<file path="src/sv/sha256_pkg.sv">
// ----------------------------------------------------------------------------
// sha256_pkg
// shared types, round constants and sigma functions of the sha-256 hasher
// ----------------------------------------------------------------------------
package sha256_pkg;

  // command codes of an input beat
  localparam logic CmdAbsorb = 1'b0;
  localparam logic CmdFinish = 1'b1;

  // first padding byte
  localparam logic [7:0] PadMarker = 8'h80;

  localparam logic [31:0] InitH [8] = '{
    32'h6a09e667, 32'hbb67ae85, 32'h3c6ef372, 32'ha54ff53a,
    32'h510e527f, 32'h9b05688c, 32'h1f83d9ab, 32'h5be0cd19
  };

  localparam logic [31:0] RoundK [64] = '{
    32'h428a2f98, 32'h71374491, 32'hb5c0fbcf, 32'he9b5dba5,
    32'h3956c25b, 32'h59f111f1, 32'h923f82a4, 32'hab1c5ed5,
    32'hd807aa98, 32'h12835b01, 32'h243185be, 32'h550c7dc3,
    32'h72be5d74, 32'h80deb1fe, 32'h9bdc06a7, 32'hc19bf174,
    32'he49b69c1, 32'hefbe4786, 32'h0fc19dc6, 32'h240ca1cc,
    32'h2de92c6f, 32'h4a7484aa, 32'h5cb0a9dc, 32'h76f988da,
    32'h983e5152, 32'ha831c66d, 32'hb00327c8, 32'hbf597fc7,
    32'hc6e00bf3, 32'hd5a79147, 32'h06ca6351, 32'h14292967,
    32'h27b70a85, 32'h2e1b2138, 32'h4d2c6dfc, 32'h53380d13,
    32'h650a7354, 32'h766a0abb, 32'h81c2c92e, 32'h92722c85,
    32'ha2bfe8a1, 32'ha81a664b, 32'hc24b8b70, 32'hc76c51a3,
    32'hd192e819, 32'hd6990624, 32'hf40e3585, 32'h106aa070,
    32'h19a4c116, 32'h1e376c08, 32'h2748774c, 32'h34b0bcb5,
    32'h391c0cb3, 32'h4ed8aa4a, 32'h5b9cca4f, 32'h682e6ff3,
    32'h748f82ee, 32'h78a5636f, 32'h84c87814, 32'h8cc70208,
    32'h90befffa, 32'ha4506ceb, 32'hbef9a3f7, 32'hc67178f2
  };

  // control of the round unit
  typedef struct packed {
    logic init;   // hash words back to initial values
    logic load;   // working variables from hash words
    logic round;  // one compression round
    logic fold;   // add working variables into hash words
  } sha256_core_ctrl_t;

  // control of the message window
  typedef struct packed {
    logic       shift;  // take one byte in
    logic [7:0] data;   // byte to take in
    logic       step;   // advance the schedule by one word
  } sha256_sched_ctrl_t;

  function automatic logic [31:0] rotr(input logic [31:0] x, input int unsigned n);
    rotr = (x >> n) | (x << (32 - n));
  endfunction

  function automatic logic [31:0] big_sigma0(input logic [31:0] x);
    big_sigma0 = rotr(x, 2) ^ rotr(x, 13) ^ rotr(x, 22);
  endfunction

  function automatic logic [31:0] big_sigma1(input logic [31:0] x);
    big_sigma1 = rotr(x, 6) ^ rotr(x, 11) ^ rotr(x, 25);
  endfunction

  function automatic logic [31:0] small_sigma0(input logic [31:0] x);
    small_sigma0 = rotr(x, 7) ^ rotr(x, 18) ^ (x >> 3);
  endfunction

  function automatic logic [31:0] small_sigma1(input logic [31:0] x);
    small_sigma1 = rotr(x, 17) ^ rotr(x, 19) ^ (x >> 10);
  endfunction

endpackage

</file>
<file path="src/sv/sha256_sched.sv">
// ----------------------------------------------------------------------------
// sha256_sched
// 16-word message window: bytes shift in, then one schedule word per round
// ----------------------------------------------------------------------------
module sha256_sched import sha256_pkg::*; (
  input  logic               clk_i,
  input  sha256_sched_ctrl_t ctrl_i,
  output logic [31:0]        w_o
);

  logic [511:0] win_q, win_d;
  logic [31:0]  new_word;

  // word j of the window sits at bits 511-32j downwards
  assign new_word = small_sigma1(win_q[511-32*14 -: 32]) + win_q[511-32*9 -: 32]
                  + small_sigma0(win_q[511-32*1 -: 32]) + win_q[511 -: 32];

  assign w_o = win_q[511 -: 32];

  always_comb begin
    win_d = win_q;
    if (ctrl_i.shift) begin
      win_d = {win_q[503:0], ctrl_i.data};
    end else if (ctrl_i.step) begin
      win_d = {win_q[479:0], new_word};
    end
  end

  always_ff @(posedge clk_i) begin
    win_q <= win_d;
  end

endmodule

</file>
<file path="src/sv/sha256_core.sv">
// ----------------------------------------------------------------------------
// sha256_core
// hash words and the shared compression round, one round per cycle
// ----------------------------------------------------------------------------
module sha256_core import sha256_pkg::*; (
  input  logic              clk_i,
  input  logic              rst_ni,
  input  sha256_core_ctrl_t ctrl_i,
  input  logic [31:0]       w_i,
  input  logic [5:0]        round_i,
  input  logic [2:0]        word_sel_i,
  output logic [31:0]       word_o
);

  logic [31:0] hash_q [8];
  logic [31:0] hash_d [8];
  logic [31:0] work_q [8];
  logic [31:0] work_d [8];
  logic [31:0] t1, t2;

  assign t1 = work_q[7] + big_sigma1(work_q[4])
            + ((work_q[4] & work_q[5]) ^ (~work_q[4] & work_q[6]))
            + RoundK[round_i] + w_i;
  assign t2 = big_sigma0(work_q[0])
            + ((work_q[0] & work_q[1]) ^ (work_q[0] & work_q[2]) ^ (work_q[1] & work_q[2]));

  always_comb begin
    work_d = work_q;
    hash_d = hash_q;
    if (ctrl_i.load) begin
      work_d = hash_q;
    end else if (ctrl_i.round) begin
      work_d[7] = work_q[6];
      work_d[6] = work_q[5];
      work_d[5] = work_q[4];
      work_d[4] = work_q[3] + t1;
      work_d[3] = work_q[2];
      work_d[2] = work_q[1];
      work_d[1] = work_q[0];
      work_d[0] = t1 + t2;
    end
    if (ctrl_i.init) begin
      hash_d = InitH;
    end else if (ctrl_i.fold) begin
      for (int j = 0; j < 8; j++) begin
        hash_d[j] = hash_q[j] + work_q[j];
      end
    end
  end

  always_ff @(posedge clk_i or negedge rst_ni) begin
    if (!rst_ni) begin
      hash_q <= InitH;
    end else begin
      hash_q <= hash_d;
    end
  end

  always_ff @(posedge clk_i) begin
    work_q <= work_d;
  end

  assign word_o = hash_q[word_sel_i];

endmodule

</file>
<file path="src/sv/sha256_stream_hasher_top.sv">
// ----------------------------------------------------------------------------
// sha256_stream_hasher_top
// byte-serial sha-256: absorbs message bytes, pads on finish, emits 8 words
// ----------------------------------------------------------------------------
// input: an absorb beat that does not fill a block is taken without a stall; the
//   beat that fills a block stalls the input during load, 64 rounds on the shared
//   round unit and fold, so no byte is taken until that block is folded
// finish: padding bytes fill each padding block, which is then compressed, then
//   8 output beats
// reset: hash words return to the initial values, byte count and fill clear
// ----------------------------------------------------------------------------
module sha256_stream_hasher_top import sha256_pkg::*; (
  input  logic        clk_i,
  input  logic        rst_ni,
  // input channel
  input  logic        in_valid_i,
  output logic        in_stall_o,
  input  logic        cmd_i,
  input  logic [7:0]  data_byte_i,
  // output channel
  output logic        out_valid_o,
  input  logic        out_stall_i,
  output logic [31:0] digest_word_o,
  output logic [2:0]  word_index_o,
  output logic        last_word_o
);

  typedef enum logic [5:0] {
    ST_IDLE  = 6'b000001,
    ST_PAD   = 6'b000010,
    ST_LOAD  = 6'b000100,
    ST_ROUND = 6'b001000,
    ST_FOLD  = 6'b010000,
    ST_OUT   = 6'b100000
  } state_e;

  state_e             state_q, state_d;
  logic [5:0]         fill_q, fill_d;       // byte position in the block
  logic [60:0]        count_q, count_d;     // message bytes, wraps
  logic [5:0]         rnd_q, rnd_d;
  logic [2:0]         idx_q, idx_d;
  logic               pad_q, pad_d;         // finishing the message
  logic               pad80_q, pad80_d;     // marker byte still to go in
  logic               len_ok_q, len_ok_d;   // this block carries the length

  logic               in_acc, out_acc;
  logic [63:0]        bit_len, len_shift;
  logic [7:0]         pad_byte;
  sha256_core_ctrl_t  core_ctrl;
  sha256_sched_ctrl_t sched_ctrl;
  logic [31:0]        sched_w;

  assign in_stall_o = (state_q != ST_IDLE);
  assign in_acc     = in_valid_i && !in_stall_o;
  assign out_valid_o = (state_q == ST_OUT);
  assign out_acc     = out_valid_o && !out_stall_i;

  // length bytes go in big-endian: byte k of the tail is bits 63-8k downwards
  assign bit_len   = {count_q, 3'b000};
  assign len_shift = bit_len >> {~fill_q[2:0], 3'b000};

  always_comb begin
    if (pad80_q) begin
      pad_byte = PadMarker;
    end else if (len_ok_q && (fill_q >= 6'd56)) begin
      pad_byte = len_shift[7:0];
    end else begin
      pad_byte = 8'h00;
    end
  end

  // sequencer
  always_comb begin
    state_d    = state_q;
    fill_d     = fill_q;
    count_d    = count_q;
    rnd_d      = rnd_q;
    idx_d      = idx_q;
    pad_d      = pad_q;
    pad80_d    = pad80_q;
    len_ok_d   = len_ok_q;
    core_ctrl  = '0;
    sched_ctrl = '0;

    unique case (state_q)
      ST_IDLE: begin
        if (in_acc) begin
          if (cmd_i == CmdAbsorb) begin
            sched_ctrl.shift = 1'b1;
            sched_ctrl.data  = data_byte_i;
            fill_d  = fill_q + 6'd1;
            count_d = count_q + 61'd1;
            if (fill_q == 6'd63) begin
              state_d = ST_LOAD;
            end
          end else begin
            // length fits behind the marker only up to 55 pending bytes
            pad_d    = 1'b1;
            pad80_d  = 1'b1;
            len_ok_d = (fill_q <= 6'd55);
            state_d  = ST_PAD;
          end
        end
      end
      ST_PAD: begin
        sched_ctrl.shift = 1'b1;
        sched_ctrl.data  = pad_byte;
        pad80_d = 1'b0;
        fill_d  = fill_q + 6'd1;
        if (fill_q == 6'd63) begin
          state_d = ST_LOAD;
        end
      end
      ST_LOAD: begin
        core_ctrl.load = 1'b1;
        rnd_d   = '0;
        state_d = ST_ROUND;
      end
      ST_ROUND: begin
        core_ctrl.round = 1'b1;
        sched_ctrl.step = 1'b1;
        rnd_d = rnd_q + 6'd1;
        if (rnd_q == 6'd63) begin
          state_d = ST_FOLD;
        end
      end
      ST_FOLD: begin
        core_ctrl.fold = 1'b1;
        if (!pad_q) begin
          state_d = ST_IDLE;
        end else if (len_ok_q) begin
          idx_d   = '0;
          state_d = ST_OUT;
        end else begin
          // extra block: zeros then the length
          len_ok_d = 1'b1;
          state_d  = ST_PAD;
        end
      end
      ST_OUT: begin
        if (out_acc) begin
          idx_d = idx_q + 3'd1;
          if (idx_q == 3'd7) begin
            core_ctrl.init = 1'b1;
            count_d  = '0;
            fill_d   = '0;
            pad_d    = 1'b0;
            len_ok_d = 1'b0;
            state_d  = ST_IDLE;
          end
        end
      end
      default: begin
        state_d = ST_IDLE;
      end
    endcase
  end

  always_ff @(posedge clk_i or negedge rst_ni) begin
    if (!rst_ni) begin
      state_q  <= ST_IDLE;
      fill_q   <= '0;
      count_q  <= '0;
      rnd_q    <= '0;
      idx_q    <= '0;
      pad_q    <= 1'b0;
      pad80_q  <= 1'b0;
      len_ok_q <= 1'b0;
    end else begin
      state_q  <= state_d;
      fill_q   <= fill_d;
      count_q  <= count_d;
      rnd_q    <= rnd_d;
      idx_q    <= idx_d;
      pad_q    <= pad_d;
      pad80_q  <= pad80_d;
      len_ok_q <= len_ok_d;
    end
  end

  sha256_sched u_sched (
    .clk_i  (clk_i),
    .ctrl_i (sched_ctrl),
    .w_o    (sched_w)
  );

  sha256_core u_core (
    .clk_i      (clk_i),
    .rst_ni     (rst_ni),
    .ctrl_i     (core_ctrl),
    .w_i        (sched_w),
    .round_i    (rnd_q),
    .word_sel_i (idx_q),
    .word_o     (digest_word_o)
  );

  assign word_index_o = idx_q;
  assign last_word_o  = (idx_q == 3'd7);

  // a byte that fills the block starts a compression
  assert property (@(posedge clk_i) disable iff (!rst_ni)
    (in_acc && (cmd_i == CmdAbsorb) && (fill_q == 6'd63)) |=> (state_q == ST_LOAD))
    else $error("full block did not start compression");

  // the round loop ends after exactly 64 rounds
  assert property (@(posedge clk_i) disable iff (!rst_ni)
    (state_q == ST_ROUND && rnd_q == 6'd63) |=> (state_q == ST_FOLD))
    else $error("round loop did not end at round 63");

  // digest words only come out after the length block
  assert property (@(posedge clk_i) disable iff (!rst_ni)
    (state_q == ST_OUT) |-> (len_ok_q && pad_q && !pad80_q && fill_q == 6'd0))
    else $error("digest output before padding completed");

  // the final beat leaves the hasher cleared for a new message
  assert property (@(posedge clk_i) disable iff (!rst_ni)
    (out_acc && last_word_o) |=> (state_q == ST_IDLE && count_q == '0 && !pad_q))
    else $error("hasher not cleared after digest");

endmodule
</file>
<file path="config.mk">
export PLATFORM = sky130hd
export DESIGN_NAME = sha256_stream_hasher_top
export DESIGN_NICKNAME = d
export VERILOG_FILES = /design/src/sv/sha256_pkg.sv /design/src/sv/sha256_sched.sv /design/src/sv/sha256_core.sv /design/src/sv/sha256_stream_hasher_top.sv
export SDC_FILE = /design/constraint.sdc
export NUM_CORES = 2
export LEC_CHECK = 0
export BUFFER_PORTS_ARGS = -buffer_cell sky130_fd_sc_hd__buf_2
export CAP_MARGIN = 15
export CORE_MARGIN = 3
export CORE_UTILIZATION = 50
export CTS_CLUSTER_SIZE = 28
export DETAILED_ROUTE_END_ITERATION = 10
export PLACE_DENSITY = 0.66
export SYNTH_ARGS = -nofsm -noshare
export SYNTH_HDL_FRONTEND = slang
export SYNTH_SLANG_ARGS = --single-unit
</file>
<file path="constraint.sdc">
create_clock -name clk_i -period 20.6 [get_ports clk_i]
set_input_delay 1.03 -clock clk_i [delete_from_list [all_inputs] [get_ports clk_i]]
set_output_delay 1.03 -clock clk_i [all_outputs]
set_load 0.02 [all_outputs]
</file>
==> impl_metrics.env <==
export IMPL_start_util=0.505
export IMPL_postPlaceCellArea_sq_um=77500
export IMPL_tritoncts="built"
export IMPL_ys_ff_latch=1109
export IMPL_syn_nets=8847
export IMPL_max_slew_margin=0.168
export IMPL_dp_hpwl_um=170000
export IMPL_num_rows=142
export IMPL_max_freq_mhz=91.5
export IMPL_worstSetupPathType="register to register"
export IMPL_grt_pass1_vias=57100
export IMPL_drt_iter0_drc=6713
export IMPL_p_seq_frac=0.269
export IMPL_power_density_nw_per_um2=165
export IMPL_crit_required_ns=21.08
export IMPL_max_stage_delay_ns=0.84
export IMPL_insertion_delay_ns=0.79
export IMPL_final_nets=8635
export IMPL_power_share_clock=0.181
export IMPL_grt_pass1_wl_um=357000
export IMPL_wire_per_inst_um=23.4
export IMPL_synth_area_per_cell_sq_um=9.19
export IMPL_yosysWarnings=0
export IMPL_drv_slew=0
export IMPL_worst_path_max_delay_cell="dfrtp_1"
export IMPL_yosysUniqueCellTypes=91
export IMPL_p_sw_frac=0.434
export IMPL_wl_met1_um=108000
export IMPL_path_max_fanout=19
export IMPL_combPwrFrac=0.550
export IMPL_worst_pin_slew_ns=1.24
export IMPL_end_kind="register"
export IMPL_die_width_um=395
export IMPL_vias=60600
export IMPL_numPortBuffers=50
export IMPL_min_period_over_period=0.530
export IMPL_root_buffer="clkbuf_16"
export IMPL_fin_cells=10200
export IMPL_cts_repair_resized=0
export IMPL_p_leak_nw=34.4
export IMPL_path_common_cell="fa_1"
export IMPL_hold_buffers=0
export IMPL_dr_wl_met3_um=20400
export IMPL_p_int_mw=7.68
export IMPL_core_region_area_sq_um=150000
export IMPL_r2r_start="rnd_q[0]$_DFFE_PN0P_"
export IMPL_cts_htree_levels=4
export IMPL_regToRegSetupSlack_ns=9.68
export IMPL_syn_inst=8244
export IMPL_drcViolationCount=0
export IMPL_cap_violations=0
export IMPL_antenna_found_initial=3
export IMPL_wl_met2_um=102000
export IMPL_overflow=0
export IMPL_path_buf_inv=3
export IMPL_fin_util=0.547
export IMPL_clock_sinks=1109
export IMPL_synthArstFlopShare=0.307
export IMPL_period_minus_slack_ns=10.92
export IMPL_status="finished, final reports clean"
export IMPL_tns_ns=0
export IMPL_synth_main_ff_cell="edfxtp_1"
export IMPL_fin_ws_ns=9.68
export IMPL_final_common_cell="nand2_1"
export IMPL_fp_dieArea_sq_um=156000
export IMPL_place_ws_ns=9.94
export IMPL_cts_setup_buffers=0
export IMPL_stdcell_area_sq_um=82100
export IMPL_dp_cells=9913
export IMPL_ant_nets=0
export IMPL_netlist_area_sq_um=75700
export IMPL_antenna_cells=0
export IMPL_hold_viol=0
export IMPL_routabilityCongestion=0.989
export IMPL_rsz0062_at_grt="false"
export IMPL_area_delta_synth_final_pct=8.34
export IMPL_ios=51
export IMPL_clockBufferDepth=3
export IMPL_clock_skew_ns=0.0779
export IMPL_drt_total_wl_um=237000
export IMPL_setup_viol=0
export IMPL_grt_max_degree=246
export IMPL_vias_per_cell=5.96
export IMPL_cp_startpoint="rnd_q[0]$_DFFE_PN0P_"
export IMPL_drive_gt1_frac=0.0802
export IMPL_start_kind="register"
export IMPL_final_cell_mix="nand2_1 (2385), edfxtp_1 (768), a21oi_1 (480), o21ai_0 (480), ha_1 (395)"
export IMPL_die_height_um=395
export IMPL_clkTransAtPathRegs_ns=0.06
export IMPL_hold_path_class="input pin to asynchronous set/reset pin"
export IMPL_grt_use_total=0.297
export IMPL_p_switching_mw=5.89
export IMPL_routed_top_layer="met4"
export IMPL_timing_critical_path_arrival_ns=11.40
export IMPL_ys_seq_area_frac=0.419
export IMPL_dr_pass1_iters=8
export IMPL_synth_edf_count=768
export IMPL_vdd_drop_max_uv=238
export IMPL_path_delay_family="compound AO/OA/AOI/OAI gates"
export IMPL_fillCellCount=13500
export IMPL_cts_made_buffers=132
==> metrics by stage <==
stage	hold WS (ns)	power [mW]
after floorplan	0.456	9.23
after global placement	0.473	10.9
after detailed placement	0.488	11.0
after CTS	0.279	13.5
after global routing	0.328	14.5
final	0.289	13.6
==> worst reg2reg max path: cells and delay by family, from the launching register on <==
| kind | cells | cell delay (ns) |
|---|---|---|
| simple gates | 7 | 1.12 |
| compound gates | 18 | 4.06 |
| flops | 1 | 0.84 |
| buf+inv | 3 | 0.72 |
| xor+xnor | 2 | 0.46 |
| fa+ha+maj | 8 | 3.45 |
==> sequential cells by signal, indices dropped and copies added, names as in the netlist <==
register       cells
rnd_q              6
u_core.work_q    256
word_index_o       3
u_core.hash_q    256
u_sched.win_q    512
pad_q              1
count_q           61
pad80_q            1
fill_q             6
state_q            6
len_ok_q           1
==> cell type report <==
| class | instances | area [sq um] | area share |
|---|---|---|---|
| multi-input combinational | 6377 | 41200 | 0.502 |
| sequential | 1109 | 31800 | 0.387 |
| tap | 2016 | 2520 | 0.0307 |
| clock inverter | 68 | 990 | 0.0121 |
| clock buffer | 174 | 3600 | 0.0439 |
| timing repair buffer | 132 | 938 | 0.0114 |
| inverter | 280 | 1060 | 0.0129 |
==> layer usage <==
layer,track usage,vias up
met3,0.0539,339
met1,0.449,29800
met4,0.0772,0
met2,0.440,2424
li1,-,28000
met5,0,-
==> kinds of logic (layout without fill, tap and decap cells) <==
| group | count (synthesis) | in the layout | synth area share |
|---|---|---|---|
| AO/OA/AOI/OAI | 1621 | 1621 | 0.131 |
| XOR/XNOR | 630 | 630 | 0.0729 |
| adder cells (fa/ha/maj) | 612 | 612 | 0.120 |
| buffers and inverters | 758 | 654 | 0.0378 |
| flip-flops | 1109 | 1109 | 0.419 |
| multiplexers | 162 | 162 | 0.0362 |
| AND/OR/NAND/NOR | 3352 | 3352 | 0.183 |
==> synthesized netlist by cell type, drive strengths merged, types with 25 or more instances <==
cell,number,share of area
a211oi,51,0.0051
a21o,182,0.018
a21oi,481,0.032
a31oi,53,0.0044
and3,43,0.0036
buf,30,0.0017
clkbuf,448,0.022
dfrtp,204,0.067
dfstp,137,0.048
edfxtp,768,0.30
fa,195,0.052
ha,395,0.065
inv,277,0.014
mux2,53,0.0079
mux2i,25,0.0033
mux4,84,0.025
nand2,2389,0.12
nand2b,58,0.0048
nand3,150,0.0099
nand4,33,0.0027
nor2,374,0.019
nor2b,49,0.0040
nor3,120,0.0079
o211ai,35,0.0035
o21a,57,0.0056
o21ai,487,0.032
o21bai,50,0.0050
o31ai,29,0.0029
or3,39,0.0033
xnor2,385,0.045
xor2,245,0.028
==> power groups by stage <==
stage	logic, mW	registers, mW	clock network (mW)
finish	7.46	3.65	2.46
global route	8.27	3.68	2.59
CTS	7.38	3.64	2.50
detailed placement	7.31	3.68	0
global placement	7.23	3.67	0
floorplan	5.55	3.68	0
==> path summary, 6_finish.rpt <==
kind / to / depth (start not counted)
hold / removal: u_core.hash_q[2]$_DFFE_PN0P_ / 1
min in group clk_i: u_core.hash_q[159]$_DFFE_PN1P_ / 2
max in group asynchronous: u_core.hash_q[185]$_DFFE_PN0P_ / 4
setup reg to reg: u_core.work_q[254]$_DFFE_PP_ / 38
setup / recovery: u_core.work_q[254]$_DFFE_PP_ / 38
hold reg to reg: u_core.hash_q[159]$_DFFE_PN1P_ / 2
No activity file was read; power rests on OpenSTA's default activity.
